`src/sv/pidc_pkg.sv`:
```
// pidc_pkg: widths, register indices and derived sizes for the PID step block.
// Stand-alone; imported by pid_controller_step.
package pidc_pkg;

    localparam int DATA_WIDTH = 16;   // setpoint / measurement width
    localparam int ACC_WIDTH  = 40;   // integral accumulator width, Q.8
    localparam int GAIN_W     = 16;   // gain and period register width
    localparam int DRIVE_W    = 24;   // drive output width
    localparam int CFG_IDX_W  = 8;    // config register index width

    // register indices
    localparam logic [CFG_IDX_W-1:0] REG_GAIN_P = CFG_IDX_W'(0);
    localparam logic [CFG_IDX_W-1:0] REG_GAIN_I = CFG_IDX_W'(1);
    localparam logic [CFG_IDX_W-1:0] REG_GAIN_D = CFG_IDX_W'(2);
    localparam logic [CFG_IDX_W-1:0] REG_PERIOD = CFG_IDX_W'(3);

    // derived widths
    localparam int ERR_W     = DATA_WIDTH + 1;          // setpoint - measurement
    localparam int DERR_W    = DATA_WIDTH + 2;          // error - previous error
    localparam int DMAG_IN_W = DATA_WIDTH + 1;          // |error delta|
    localparam int PROD_W    = ERR_W + GAIN_W;          // signed P / I product
    localparam int DMAG_W    = DMAG_IN_W + GAIN_W;      // |D product|, also quotient
    localparam int SUM_BASE  = (ACC_WIDTH > DMAG_W + 1) ?
                               ((ACC_WIDTH > PROD_W) ? ACC_WIDTH : PROD_W) :
                               ((DMAG_W + 1 > PROD_W) ? DMAG_W + 1 : PROD_W);
    localparam int SUM_W     = SUM_BASE + 2;            // P + I + D, no overflow
    localparam int CNT_W     = $clog2(DMAG_W);          // bit counter

endpackage

```
`src/sv/pid_controller_step.sv`:
```
// pid_controller_step: discrete PID regulator with bit-serial multiply and divide.
// Depends on pidc_pkg for widths and register indices.
//
// Usage
// - Config channel (i_cfg_valid / o_cfg_ready, always ready): i_cfg_index selects
//   gain_p (0), gain_i (1), gain_d (2) or sample_period (3); other indices are
//   ignored. Write only while the block is idle. A period of zero divides by one.
// - Input channel (i_in_valid / o_in_ready): one word holds a setpoint and a
//   measurement. o_in_ready is high only while no sample is being worked on.
// - Output channel (o_out_valid / i_out_ready): one word per sample, the
//   saturated drive and a flag set when the integral or the drive was clamped.
// Steps: a sample passes through a shift-add multiply (one gain bit per cycle,
// three lanes side by side), the integral clamp, the P + I sum, a restoring
// divide (one quotient bit per cycle), the sign restore of D and the final
// sum and drive clamp. The result sits in an output register, so the
// next sample is taken while an earlier word is still unclaimed; the final
// step waits only if that register is still full.
// Reset (synchronous, active low) clears gains, sets the period to one,
// zeroes the integral and the previous error and empties the output.

module pid_controller_step (
    input  logic                                   i_clk,
    input  logic                                   i_rst_n,
    // config write channel
    input  logic                                   i_cfg_valid,
    output logic                                   o_cfg_ready,
    input  logic [pidc_pkg::CFG_IDX_W-1:0]         i_cfg_index,
    input  logic [pidc_pkg::GAIN_W-1:0]            i_cfg_data,
    // sample input
    input  logic                                   i_in_valid,
    output logic                                   o_in_ready,
    input  logic signed [pidc_pkg::DATA_WIDTH-1:0] i_setpoint,
    input  logic signed [pidc_pkg::DATA_WIDTH-1:0] i_measurement,
    // result output
    output logic                                   o_out_valid,
    input  logic                                   i_out_ready,
    output logic signed [pidc_pkg::DRIVE_W-1:0]    o_drive,
    output logic                                   o_saturated
);
    import pidc_pkg::*;

    localparam logic [2:0] S_IDLE = 3'd0;   // waiting for a sample
    localparam logic [2:0] S_MUL  = 3'd1;   // shift-add, one gain bit a cycle
    localparam logic [2:0] S_INT  = 3'd2;   // integral update and clamp
    localparam logic [2:0] S_PI   = 3'd3;   // P + I
    localparam logic [2:0] S_DIV  = 3'd4;   // restoring divide, one bit a cycle
    localparam logic [2:0] S_NEG  = 3'd5;   // restore sign of D
    localparam logic [2:0] S_FIN  = 3'd6;   // final sum, scale, clamp

    localparam logic signed [ACC_WIDTH-1:0] ACC_MAX = {1'b0, {(ACC_WIDTH-1){1'b1}}};
    localparam logic signed [ACC_WIDTH-1:0] ACC_MIN = {1'b1, {(ACC_WIDTH-1){1'b0}}};
    localparam logic signed [DRIVE_W-1:0]   DRV_MAX = {1'b0, {(DRIVE_W-1){1'b1}}};
    localparam logic signed [DRIVE_W-1:0]   DRV_MIN = {1'b1, {(DRIVE_W-1){1'b0}}};

    // config registers
    logic signed [GAIN_W-1:0]    r_gain_p, r_gain_i, r_gain_d;
    logic        [GAIN_W-1:0]    r_period;

    // kept state
    logic signed [ACC_WIDTH-1:0] r_int;
    logic signed [ERR_W-1:0]     r_prev_err;

    // sequencer
    logic [2:0]                  r_state;
    logic [CNT_W-1:0]            r_cnt;

    // multiply lanes: P and I share the error as multiplicand, D works on magnitudes
    logic signed [PROD_W-1:0]    r_mc_pi;
    logic signed [PROD_W-1:0]    r_acc_p, r_acc_i;
    logic        [GAIN_W-1:0]    r_gsh_p, r_gsh_i, r_gsh_d;
    logic        [DMAG_W-1:0]    r_mc_d;
    logic        [DMAG_W-1:0]    r_dq;        // D product, then dividend / quotient
    logic                        r_d_neg;

    // divider
    logic        [GAIN_W-1:0]    r_divisor;
    logic        [GAIN_W-1:0]    r_rem;

    logic signed [SUM_W-1:0]     r_sum;
    logic signed [DMAG_W:0]      r_dterm;
    logic                        r_sat;

    // output register
    logic                        r_out_valid;
    logic signed [DRIVE_W-1:0]   r_drive;
    logic                        r_out_sat;

    // ---- combinational helpers ----
    logic                        w_in_acc;
    logic signed [ERR_W-1:0]     w_err;
    logic signed [DERR_W-1:0]    w_derr;
    logic signed [DERR_W-1:0]    w_derr_neg;
    logic        [DMAG_IN_W-1:0] w_derr_mag;
    logic signed [GAIN_W-1:0]    w_gd_neg;
    logic        [GAIN_W-1:0]    w_gd_mag;

    logic                        w_mul_last;
    logic signed [PROD_W-1:0]    w_mc_sel;
    logic signed [PROD_W-1:0]    w_pp_p, w_pp_i;
    logic        [DMAG_W-1:0]    w_pp_d;

    logic signed [ACC_WIDTH:0]   w_int_sum;
    logic                        w_int_ovf;
    logic signed [ACC_WIDTH-1:0] n_int;

    logic        [GAIN_W:0]      w_trial;
    logic        [GAIN_W:0]      w_diff;
    logic                        w_ge;
    logic                        w_div_last;

    logic signed [SUM_W-1:0]     w_total;
    logic [SUM_W-DRIVE_W-8:0]    w_hi;
    logic                        w_fits;
    logic signed [DRIVE_W-1:0]   n_drive;
    logic                        w_fin_go;

    assign w_in_acc   = i_in_valid && o_in_ready;

    assign w_err      = ERR_W'(i_setpoint) - ERR_W'(i_measurement);
    assign w_derr     = DERR_W'(w_err) - DERR_W'(r_prev_err);
    assign w_derr_neg = -w_derr;
    assign w_derr_mag = w_derr[DERR_W-1] ? DMAG_IN_W'(w_derr_neg) : DMAG_IN_W'(w_derr);
    assign w_gd_neg   = -r_gain_d;
    assign w_gd_mag   = r_gain_d[GAIN_W-1] ? GAIN_W'(w_gd_neg) : GAIN_W'(r_gain_d);

    // gain sign bit has weight -2^(GAIN_W-1)
    assign w_mul_last = (r_cnt == CNT_W'(GAIN_W-1));
    assign w_mc_sel   = w_mul_last ? -r_mc_pi : r_mc_pi;
    assign w_pp_p     = r_gsh_p[0] ? w_mc_sel : '0;
    assign w_pp_i     = r_gsh_i[0] ? w_mc_sel : '0;
    assign w_pp_d     = r_gsh_d[0] ? r_mc_d : '0;

    assign w_int_sum  = (ACC_WIDTH+1)'(r_int) + (ACC_WIDTH+1)'(r_acc_i);
    assign w_int_ovf  = w_int_sum[ACC_WIDTH] != w_int_sum[ACC_WIDTH-1];
    assign n_int      = w_int_ovf ? (w_int_sum[ACC_WIDTH] ? ACC_MIN : ACC_MAX)
                                  : w_int_sum[ACC_WIDTH-1:0];

    assign w_trial    = {r_rem, r_dq[DMAG_W-1]};
    assign w_ge       = w_trial >= {1'b0, r_divisor};
    assign w_diff     = w_trial - {1'b0, r_divisor};
    assign w_div_last = (r_cnt == CNT_W'(DMAG_W-1));

    // floor(total / 256), then clamp to the drive range
    assign w_total    = r_sum + SUM_W'(r_dterm);
    assign w_hi       = w_total[SUM_W-1:DRIVE_W+7];
    assign w_fits     = (&w_hi) || !(|w_hi);
    assign n_drive    = w_fits ? w_total[DRIVE_W+7:8]
                               : (w_total[SUM_W-1] ? DRV_MIN : DRV_MAX);
    assign w_fin_go   = (r_state == S_FIN) && (!r_out_valid || i_out_ready);

    // ---- config registers ----
    always_ff @(posedge i_clk) begin
        if (!i_rst_n) begin
            r_gain_p <= '0;
            r_gain_i <= '0;
            r_gain_d <= '0;
            r_period <= GAIN_W'(1);
        end else if (i_cfg_valid) begin
            unique case (i_cfg_index)
                REG_GAIN_P: r_gain_p <= i_cfg_data;
                REG_GAIN_I: r_gain_i <= i_cfg_data;
                REG_GAIN_D: r_gain_d <= i_cfg_data;
                REG_PERIOD: r_period <= i_cfg_data;
                default: ;
            endcase
        end
    end

    // ---- control state ----
    always_ff @(posedge i_clk) begin
        if (!i_rst_n) begin
            r_state     <= S_IDLE;
            r_cnt       <= '0;
            r_int       <= '0;
            r_prev_err  <= '0;
            r_out_valid <= 1'b0;
        end else begin
            // word taken and no new one loaded this cycle
            if (r_out_valid && i_out_ready && !w_fin_go) begin
                r_out_valid <= 1'b0;
            end
            unique case (r_state)
                S_IDLE: begin
                    if (w_in_acc) begin
                        r_prev_err <= w_err;
                        r_cnt      <= '0;
                        r_state    <= S_MUL;
                    end
                end
                S_MUL: begin
                    if (w_mul_last) begin
                        r_cnt   <= '0;
                        r_state <= S_INT;
                    end else begin
                        r_cnt <= r_cnt + CNT_W'(1);
                    end
                end
                S_INT: begin
                    r_int   <= n_int;
                    r_state <= S_PI;
                end
                S_PI: begin
                    r_cnt   <= '0;
                    r_state <= S_DIV;
                end
                S_DIV: begin
                    if (w_div_last) begin
                        r_cnt   <= '0;
                        r_state <= S_NEG;
                    end else begin
                        r_cnt <= r_cnt + CNT_W'(1);
                    end
                end
                S_NEG: begin
                    r_state <= S_FIN;
                end
                S_FIN: begin
                    if (w_fin_go) begin
                        r_out_valid <= 1'b1;
                        r_state     <= S_IDLE;
                    end
                end
                default: begin
                    r_state <= S_IDLE;
                end
            endcase
        end
    end

    // ---- datapath ----
    always_ff @(posedge i_clk) begin
        unique case (r_state)
            S_IDLE: begin
                if (w_in_acc) begin
                    r_mc_pi   <= PROD_W'(w_err);
                    r_mc_d    <= DMAG_W'(w_derr_mag);
                    r_acc_p   <= '0;
                    r_acc_i   <= '0;
                    r_dq      <= '0;
                    r_gsh_p   <= r_gain_p;
                    r_gsh_i   <= r_gain_i;
                    r_gsh_d   <= w_gd_mag;
                    r_d_neg   <= w_derr[DERR_W-1] ^ r_gain_d[GAIN_W-1];
                    r_divisor <= (r_period == '0) ? GAIN_W'(1) : r_period;
                end
            end
            S_MUL: begin
                r_acc_p <= r_acc_p + w_pp_p;
                r_acc_i <= r_acc_i + w_pp_i;
                r_dq    <= r_dq + w_pp_d;
                r_mc_pi <= r_mc_pi << 1;
                r_mc_d  <= r_mc_d << 1;
                r_gsh_p <= r_gsh_p >> 1;
                r_gsh_i <= r_gsh_i >> 1;
                r_gsh_d <= r_gsh_d >> 1;
            end
            S_INT: begin
                r_sat <= w_int_ovf;
            end
            S_PI: begin
                r_sum <= SUM_W'(r_acc_p) + SUM_W'(r_int);
                r_rem <= '0;
            end
            S_DIV: begin
                r_rem <= w_ge ? w_diff[GAIN_W-1:0] : w_trial[GAIN_W-1:0];
                r_dq  <= {r_dq[DMAG_W-2:0], w_ge};
            end
            S_NEG: begin
                // quotient magnitude, so truncation is toward zero
                r_dterm <= r_d_neg ? -$signed({1'b0, r_dq}) : $signed({1'b0, r_dq});
            end
            S_FIN: begin
                if (w_fin_go) begin
                    r_drive   <= n_drive;
                    r_out_sat <= r_sat || !w_fits;
                end
            end
            default: ;
        endcase
    end

    assign o_cfg_ready = 1'b1;
    assign o_in_ready  = (r_state == S_IDLE);
    assign o_out_valid = r_out_valid;
    assign o_drive     = r_drive;
    assign o_saturated = r_out_sat;

    // ---- checks ----
    a_start: assert property (@(posedge i_clk) disable iff (!i_rst_n)
        w_in_acc |=> (r_state == S_MUL) && (r_cnt == '0))
        else $error("sample accepted but multiply did not start");

    a_div_rem: assert property (@(posedge i_clk) disable iff (!i_rst_n)
        (r_state == S_DIV) |-> (r_rem < r_divisor))
        else $error("divider remainder not below divisor");

    a_fin: assert property (@(posedge i_clk) disable iff (!i_rst_n)
        w_fin_go |=> r_out_valid && (r_state == S_IDLE))
        else $error("finished sample did not reach output register");

endmodule
```
`config.mk`:
```
export PLATFORM = sky130hd
export DESIGN_NAME = pid_controller_step
export DESIGN_NICKNAME = d
export VERILOG_FILES = /design/src/sv/pidc_pkg.sv /design/src/sv/pid_controller_step.sv
export SDC_FILE = /design/constraint.sdc
export NUM_CORES = 1
export LEC_CHECK = 0
export BUFFER_PORTS_ARGS = -buffer_cell sky130_fd_sc_hd__buf_4
export CAP_MARGIN = 20
export CORE_MARGIN = 2
export CORE_UTILIZATION = 64
export DETAILED_ROUTE_END_ITERATION = 16
export GPL_TIMING_DRIVEN = 0
export PLACE_DENSITY = 0.82
export SKIP_CTS_REPAIR_TIMING = 1
export SYNTH_ARGS = -nofsm -noshare
export SYNTH_HDL_FRONTEND = slang
export SYNTH_SLANG_ARGS = --single-unit
```
`constraint.sdc`:
```
create_clock -name i_clk -period 9.07 [get_ports i_clk]
set_input_delay 2.721 -clock i_clk [delete_from_list [all_inputs] [get_ports i_clk]]
set_output_delay 2.721 -clock i_clk [all_outputs]
set_load 0.02 [all_outputs]
```
## Yosys cells after proc, flatten, opt, wreduce, memory -nomap -nowiden

Index checks and enable logic that the tools add are counted.

- Reduce and logical (&&, ||, !) cells: 30
- Add/subtract/negate cells: 14
- Multiplexer cells: 39
- Equal/unequal tests: 16
- Bitwise operators: 1
- Magnitude comparators: 1

Operators by type and width:

| operator | number |
|---|---|
| 2-to-1 mux 33 bit | 8 |
| one-hot mux 33 bit (2 select lines) | 4 |
| one-hot mux 16 bit (2 select lines) | 4 |
| adder 33 bit | 3 |
| one-hot mux 33 bit (3 select lines) | 1 |
| 2-to-1 mux 16 bit | 5 |
| 2-to-1 mux 40 bit | 2 |
| 2-to-1 mux 24 bit | 2 |
| adder 42 x 34 -> 42 bit | 1 |
| adder 33 x 40 -> 41 bit | 1 |
| adder 40 x 33 -> 41 bit | 1 |
| negator 33 -> 34 bit | 1 |
| negator 33 bit | 1 |
| one-hot mux 6 bit (4 select lines) | 1 |
| one-hot mux 3 bit (7 select lines) | 1 |
| 2-to-1 mux 6 bit | 3 |
| AND reduction 2 bit | 9 |
| subtractor 17 x 17 -> 18 bit | 1 |
| >= comparator 17 x 16 -> 1 bit | 1 |
| 2-to-1 mux 17 bit | 1 |
| negator 17 bit | 1 |
| subtractor 16 x 16 -> 17 bit | 1 |
| == test 8 x 2 -> 1 bit (second input constant) | 2 |
| logical NOT 16 bit | 1 |
| 26 further kinds | 45 |

- Register bits after elaboration: 479
- Word-level logic and storage cells: 127
- Input port bits: 61

## Logic depth before layout (Yosys ltp)

Gate-level depths: netlist of the first run.

- Word-level depth: 8
- Depth in mapped cells: 23
- Gate-level depth less buffers: 22

## Worst setup path before layout of the first run

OpenSTA, ideal clock, no wires.

- Kind: input to register
- Start: input i_in_valid
- End: register r_acc_i[0], enable pin
- Arrival: 6.123 ns
- Stages on the path: 3
- Setup slack: 1.497 ns
- Path buffers: 1
- Data required time: 7.620 ns
- Path through: nand2_1 clkbuf_1 nand2_1

- Word-level cells in the longest chain between the ends: 3

RTL lines:

| what | line | source |
|---|---|---|
| from (decl) | pid_controller_step.sv:30 | `input logic i_in_valid,` |
| logical AND 1 bit | pid_controller_step.sv:117 | `assign w_in_acc = i_in_valid && o_in_ready;` |
| != test 2 x 1 -> 1 bit (no line) | -- |  |
| AND reduction 2 bit (no line) | -- |  |
| to (signal assigned) | pid_controller_step.sv:249 | `r_acc_i <= r_acc_i + w_pp_i;` |
| to (decl) | pid_controller_step.sv:69 | `logic signed [PROD_W-1:0] r_acc_p, r_acc_i;` |

No other way between the ends.
A chain may end at the register's enable or synchronous reset.

## Worst setup path after layout of the first run

- Start: input i_setpoint[0] (netlist bit)
- End: register r_mc_d[13] (data pin)

- Word-level cells in the longest chain between the ends: 6

RTL lines:

| what | line | source |
|---|---|---|
| from (decl) | pid_controller_step.sv:32 | `input logic signed [pidc_pkg::DATA_WIDTH-1:0] i_setpoint,` |
| subtractor 16 x 16 -> 17 bit (*) | pid_controller_step.sv:119 | `assign w_err = ERR_W'(i_setpoint) - ERR_W'(i_measurement);` |
| named net w_err[12] | pid_controller_step.sv:90 | `logic signed [ERR_W-1:0] w_err;` |
| subtractor 17 x 17 -> 18 bit (*) | pid_controller_step.sv:120 | `assign w_derr = DERR_W'(w_err) - DERR_W'(r_prev_err);` |
| negator 17 bit | pid_controller_step.sv:121 | `assign w_derr_neg = -w_derr;` |
| 2-to-1 mux 17 bit (*) | pid_controller_step.sv:122 | `assign w_derr_mag = w_derr[DERR_W-1] ? DMAG_IN_W'(w_derr_neg) : DMAG_IN_W'(w_derr);` |
| 2-to-1 mux 33 bit (*) | pid_controller_step.sv:234 | `if (w_in_acc) begin` |
| one-hot mux 33 bit (2 select lines) (*) | pid_controller_step.sv:232 | `unique case (r_state)` |
| to (signal assigned) | pid_controller_step.sv:236 | `r_mc_d <= DMAG_W'(w_derr_mag);` |
| to (signal assigned) | pid_controller_step.sv:252 | `r_mc_d <= r_mc_d << 1;` |
| to (decl) | pid_controller_step.sv:71 | `logic [DMAG_W-1:0] r_mc_d;` |

Mark *: on every way through the listed nets, which the timed path passes. The rest lies on a longest branch. The select of a mux whose other input is x is not followed.

==> flow_summary.yaml, run 1 <==
outcome:
  status: "finished, final reports clean"
place:
  place_worst_setup_slack_ns: 0.684
  place_congestion: 0.967
  port-buffer-count: 86
  dp_cells: 4523
  place_hpwl_um: 69200
pwr:
  p_seq_share_pct: 40.2
  pwr-share-comb_pct: 30.1
  powerDensity_nw_per_um2: 190
  leakagePower_nw: 15.6
  switching_share_pct: 33.8
  pwr-share-clk_pct: 29.8
  p_int_w: 0.00476
  peakVddDrop_mv: 0.155
  p_switching_w: 0.00243
layout:
  diodes: 0
  final_cell_mix: "nand2_1, edfxtp_1, a21oi_1, ha_1, nor2_1"
  nNetsFinal: 4221
  drive_above_1_share_pct: 7.01
  fillers: 4044
  stdcell_count: 4620
  final_common_cell: "nand2_1"
  final_util_pct: 70.8
  area_growth_pct: 9.96
logic_synthesis:
  yosys_register_bits: 478
  netlist_area_um2: 34500
  syn_inst: 3732
  synth_ff_type: "edfxtp_1"
  async_flop_share_pct: 0
  ys_seq_area_share_pct: 37.9
  synth-edff-count: 347
  yosysWarnings: 0
  yosysUniqueCellTypes: 99
  synth.avg_cell_area_um2: 9.23
  syn_nets: 4072
die:
  std_cell_rows: 85
  dieArea_um2: 55700
  core_um2: 53500
  initial_core_util_pct: 64.4
  ios: 89
  fp.dieW_um: 236
  die_height_um: 236
worst_setup_path:
  worstPathCellList: "buf_4 -> inv_1 -> ha_1 -> inv_1 -> fa_1 -> a21o_1 -> a21oi_1 -> o21bai_1 -> a21oi_1 -> o21bai_1 -> a2111oi_0 -> nor2_1 -> xnor2_1 -> ha_1 -> or2_2 -> a21oi_1 -> a31oi_1 -> a2111oi_0 -> or2_2 -> clkbuf_1 -> o21ai_0 -> xor2_1 -> a21oi_1"
  crit_type: "in -> reg"
  critPathSlowestCell: "a2111oi_0"
  r2r-end: "r_acc_p[31]$_SDFFCE_PN0P_"
  r2r_slack_ns: 3.30
  arrival_ns: 8.24
  path_max_fanout: 9
  crit_top_cell: "a21oi_1"
  slowest_delay_ns: 0.81
  cp.required_ns: 9.40
  cp-start-kind: "input pin"
  path_delay_family: "compound AO/OA/AOI/OAI gates"
  reg2regPathDepth: 17
  endpoint_kind: "flop"
  worst-path-buf-inv: 4
  r2r_start: "r_cnt[1]$_SDFFE_PN0P_"
global_route:
  grt_pass1_vias: 27600
  grtUsageTotal_pct: 32.4
  antenna_found_initial: 0
  grt_overflow: 0
  grt_max_degree: 66
  grt_pass1_wl_um: 146000
sta:
  grt_setup_unrepaired: "false"
  period_needed_ns: 7.91
  fmax_mhz: 126
  min_period_over_period_pct: 87.2
  tightestPinTransition_ns: 1.07
  setup_violations: 0
  finalHoldViolCount: 0
  max_slew_margin_pct: 28.7
  finalMaxSlewViolations: 0
  hold_slack_ns: 0.465
  fin_ws_ns: 1.16
  finalClockSkew_ns: 0.0297
worst_hold_path:
  holdPathStages: 2
  worstHoldStart: "r_prev_err[3]$_SDFFE_PN0P_"
  holdPathEnd: "r_prev_err[3]$_SDFFE_PN0P_"
  hold_class: "reg -> reg"
run:
  drv_cap: 0
routing:
  drt_wl_total_um: 91300
  first_pass_iters: 6
  vias: 29000
  ant_nets: 0
  avgViaCountPerCell: 6.28
  first_iter_violations: 2918
  wl_per_cell_um: 19.8
  drc: 0
clocking:
  cts_sinks: 478
  numCtsBuffers: 51
  htreeDepth: 2
  path_clk_slew_ns: 0.06
  root_buffer: "clkbuf_16"
  clockBufferDepth: 3
  cts_tree: "yes"
  clkLatencyLatePin_ns: 0.62
==> worst max path at each step <==
stage | endpoint | startpoint | slack [ns] | cells after the start
final | r_mc_d[13]$_DFFE_PP_ | i_setpoint[0] | 1.16 | 23
after global routing | r_mc_d[9]$_DFFE_PP_ | i_setpoint[0] | 0.53 | 22
after detailed placement | r_mc_d[13]$_DFFE_PP_ | i_setpoint[0] | 0.68 | 23
after global placement | r_mc_d[26]$_SDFFCE_PN0P_ | i_in_valid | -0.86 | 4
after CTS | r_mc_d[13]$_DFFE_PP_ | i_setpoint[0] | 1.31 | 23
after floorplan | r_acc_i[0]$_SDFFCE_PN0P_ | i_in_valid | 1.50 | 3
==> routing by layer <==
metal	wire length, um	up-vias	GRT usage, %
met5	0	-	0
met4	3580	0	12.6
met3	7090	200	4.01
met2	41900	1152	53.0
met1	38700	13700	44.1
li1	-	14000	-
==> metrics by stage <==
step	total power, W	setup TNS, ns	area [um2]
after global routing	0.00754	0	37900
after CTS	0.00716	0	37900
final	0.00719	0	37900
after floorplan	0.00446	0	34500
after global placement	0.00499	-152.69	36000
after detailed placement	0.00502	0	36200
==> area by class of cell <==
cell class                 count  area [um2]  area share, %
buffer                       154         631           1.66
clock buffer                  74        1490           3.92
clock inverter                22         226          0.598
inverter                     144         541           1.43
multi-input combinational   2956       20300           53.5
sequential                   478       13000           34.4
tap                          696         871           2.30
timing repair buffer          96         808           2.13
==> worst register-to-register path, cell delays in order, from the launching register on <==
cell	delay, ns
dfxtp_1	0.39
ha_1	0.23
nor4b_2	0.76
clkbuf_1	0.54
mux2i_1	0.45
nand2b_1	0.21
inv_1	0.05
ha_1	0.26
a21o_1	0.18
a21o_1	0.21
a211oi_1	0.35
o21ai_0	0.25
a211oi_1	0.40
o31ai_1	0.26
a21oi_1	0.32
o21ai_0	0.23
a31o_2	0.30
mux2i_1	0.11
==> sequential cells by signal, summed over array words and instances (netlist names), 3 cells and up <==
register and count:
r_prev_err 17, r_dterm 34, r_cnt 6, r_gain_d 16, r_dq 33, r_gsh_i 16
r_sum 41, r_acc_i 33, r_gsh_p 16, r_int 40, r_state 3, r_gain_p 16
o_drive 24, r_period 16, r_rem 16, r_mc_d 33, r_mc_pi 33, r_acc_p 33
r_gain_i 16, r_gsh_d 16, r_divisor 16
==> power groups by stage <==
| stage | clock (W) | sequential [W] | combinational [W] |
|---|---|---|---|
| after detailed placement | 0 | 0.00292 | 0.00210 |
| after floorplan | 0 | 0.00284 | 0.00162 |
| final | 0.00214 | 0.00289 | 0.00216 |
| after CTS | 0.00216 | 0.00288 | 0.00212 |
| after global routing | 0.00223 | 0.00291 | 0.00239 |
| after global placement | 0 | 0.00294 | 0.00204 |
==> synth_stat cells (20+ instances only) <==
cell type  instances  area (um2)
a21oi_1          289        1450
a21o_1            97         728
xnor2_1          167        1460
o31ai_1           33         248
nand2_1          365        1370
o21ai_0          218        1090
or2_2             24         150
a31oi_1           33         206
and2_1            89         557
nand3_1           64         320
clkbuf_1         122         458
nand4_1           48         300
mux2i_1           87         871
edfxtp_1         347       10400
dfxtp_1          131        2620
xor2_1           117        1020
nor2_1           239         897
a211oi_1          31         233
or3_1             35         219
nor3_1            78         390
and3_1            38         238
o21a_1            60         450
a21boi_0          31         233
o211ai_1          20         150
nand2b_1          34         213
ha_1             271        3390
maj3_1            36         360
o21bai_1          37         278
nor4_1            26         163
nor2b_1          155         970
inv_1            144         541
==> cell families (layout without fill, tap and decap cells) <==
kind of cell,after synthesis,in the layout,synth area share [%]
mux,91,91,2.66
other cells,1,1,0.0109
fa+ha+maj,315,315,11.4
buf+inv,298,490,3.40
compound gates,1004,1004,18.9
xor+xnor,285,285,7.27
simple gates,1260,1260,18.5
flops,478,478,37.9
Note: power is estimated with default switching activity, not from simulation.
==> inputs of run 2 (changes only) <==
- MAX_ROUTING_LAYER: unset -> met4
==> flow_summary.yaml, run 2 (synthesis gave the netlist of run 1 again) <==
outcome:
  status: "finished, final reports clean"
place:
  port-buffer-count: 86
  place_congestion: 0.974
  place_worst_setup_slack_ns: 0.625
  place_hpwl_um: 69300
layout:
  fillers: 4033
  area_growth_pct: 10.1
  drive_above_1_share_pct: 6.96
  nNetsFinal: 4222
  final_cell_mix: "nand2_1, edfxtp_1, a21oi_1, ha_1, nor2_1"
  largest-register: "r_sum"
  final_common_cell: "nand2_1"
  largest_reg_flops: 41
  diodes: 0
  top_regs: "r_sum (41), r_int (40), r_dterm (34)"
worst_hold_path:
  hold_class: "reg -> reg"
clocking:
  clockBufferDepth: 3
  path_clk_slew_ns: 0.06
  cts_tree: "yes"
  root_buffer: "clkbuf_16"
  cts_sinks: 478
  clkLatencyLatePin_ns: 0.64
  htreeDepth: 2
  numCtsBuffers: 52
global_route:
  grt_overflow: 0
  grt_max_degree: 63
  grt_pass1_wl_um: 146000
  antenna_found_initial: 1
  grt_pass1_vias: 27400
  grtUsageTotal_pct: 33.5
run:
  drv_cap: 0
die:
  ios: 89
  core_um2: 53500
  std_cell_rows: 85
  initial_core_util_pct: 64.4
  fp.dieW_um: 236
  dieArea_um2: 55700
  die_height_um: 236
routing:
  first_iter_violations: 2582
  drt_wl_total_um: 91500
  avgViaCountPerCell: 6.29
  drc: 0
  wl_per_cell_um: 19.8
  ant_nets: 0
  first_pass_iters: 6
  vias: 29100
sta:
  finalHoldViolCount: 0
  hold_slack_ns: 0.464
  tightestPinTransition_ns: 1.13
  period_needed_ns: 7.96
  min_period_over_period_pct: 87.8
  max_slew_margin_pct: 24.9
  finalSetupTns_ns: 0
  finalMaxSlewViolations: 0
  finalClockSkew_ns: 0.0389
  fmax_mhz: 126
  grt_setup_unrepaired: "false"
  fin_ws_ns: 1.11
  setup_violations: 0
worst_setup_path:
  endpoint_kind: "flop"
  arrival_ns: 8.33
  cp-start-kind: "input pin"
  cp.required_ns: 9.44
  crit_type: "in -> reg"
  r2r_slack_ns: 3.25
  path_max_fanout: 9
pwr:
  leakagePower_nw: 15.7
  p_total_w: 0.00728
  peakVddDrop_mv: 0.253
  powerDensity_nw_per_um2: 192
-- run 2: power breakdown --
group,switching [W],total [W],internal (W)
Clock,0.000928,0.00222,0.00130
Combinational,0.00129,0.00217,0.000871
Sequential,0.000227,0.00289,0.00266
-- run 2: per-layer routing --
layer	global-route usage [%]	up-vias	routed length (um)
li1	-	14000	-
met1	44.8	13800	39500
met2	52.2	1105	41900
met3	4.47	193	6570
met4	12.4	0	3530
met5	-	-	0
-- run 2: worst max-delay path, cell delays in order --
cell and delay (ns):
buf_4 0.10, inv_1 0.04, ha_1 0.15, inv_1 0.05, fa_1 0.40, a21o_1 0.17
a21oi_1 0.22, o21bai_1 0.08, a21oi_1 0.22, o21bai_1 0.13, a2111oi_0 0.84, nor2_1 0.14
xnor2_1 0.45, ha_1 0.37, or2_2 0.32, a21oi_1 0.20, a31oi_1 0.09, a2111oi_0 0.60
or2_2 0.21, clkbuf_1 0.29, o41ai_1 0.18, xnor2_1 0.25, a21oi_1 0.10
-- run 2: area by class of cell --
cell class	count	area (um2)	area share (%)
buffer	154	631	1.66
clock buffer	67	1400	3.69
clock inverter	29	374	0.986
inverter	144	541	1.42
multi-input combinational	2956	20300	53.5
sequential	478	13000	34.4
tap	696	871	2.29
timing repair buffer	96	805	2.12
-- run 2: path summary, 6_finish.rpt --
check / startpoint / to / depth (start not counted)
worst max-delay path: i_setpoint[0] / r_mc_d[15]$_DFFE_PP_ / 23
worst min-delay path: r_prev_err[13]$_SDFFE_PN0P_ / r_prev_err[13]$_SDFFE_PN0P_ / 2
worst max register to register: r_cnt[0]$_SDFFE_PN0P_ / r_acc_p[31]$_SDFFCE_PN0P_ / 17
worst min register to register: r_prev_err[13]$_SDFFE_PN0P_ / r_prev_err[13]$_SDFFE_PN0P_ / 2
-- run 2: stage by stage --
step | cells | util, % | cell area, um2
after CTS | 4620 | 70.9 | 37900
after global placement | 4514 | 67.2 | 36000
after detailed placement | 4524 | 67.6 | 36200
final | 4620 | 70.9 | 37900
after floorplan | 3732 | - | 34500
after global routing | 4620 | 70.9 | 37900
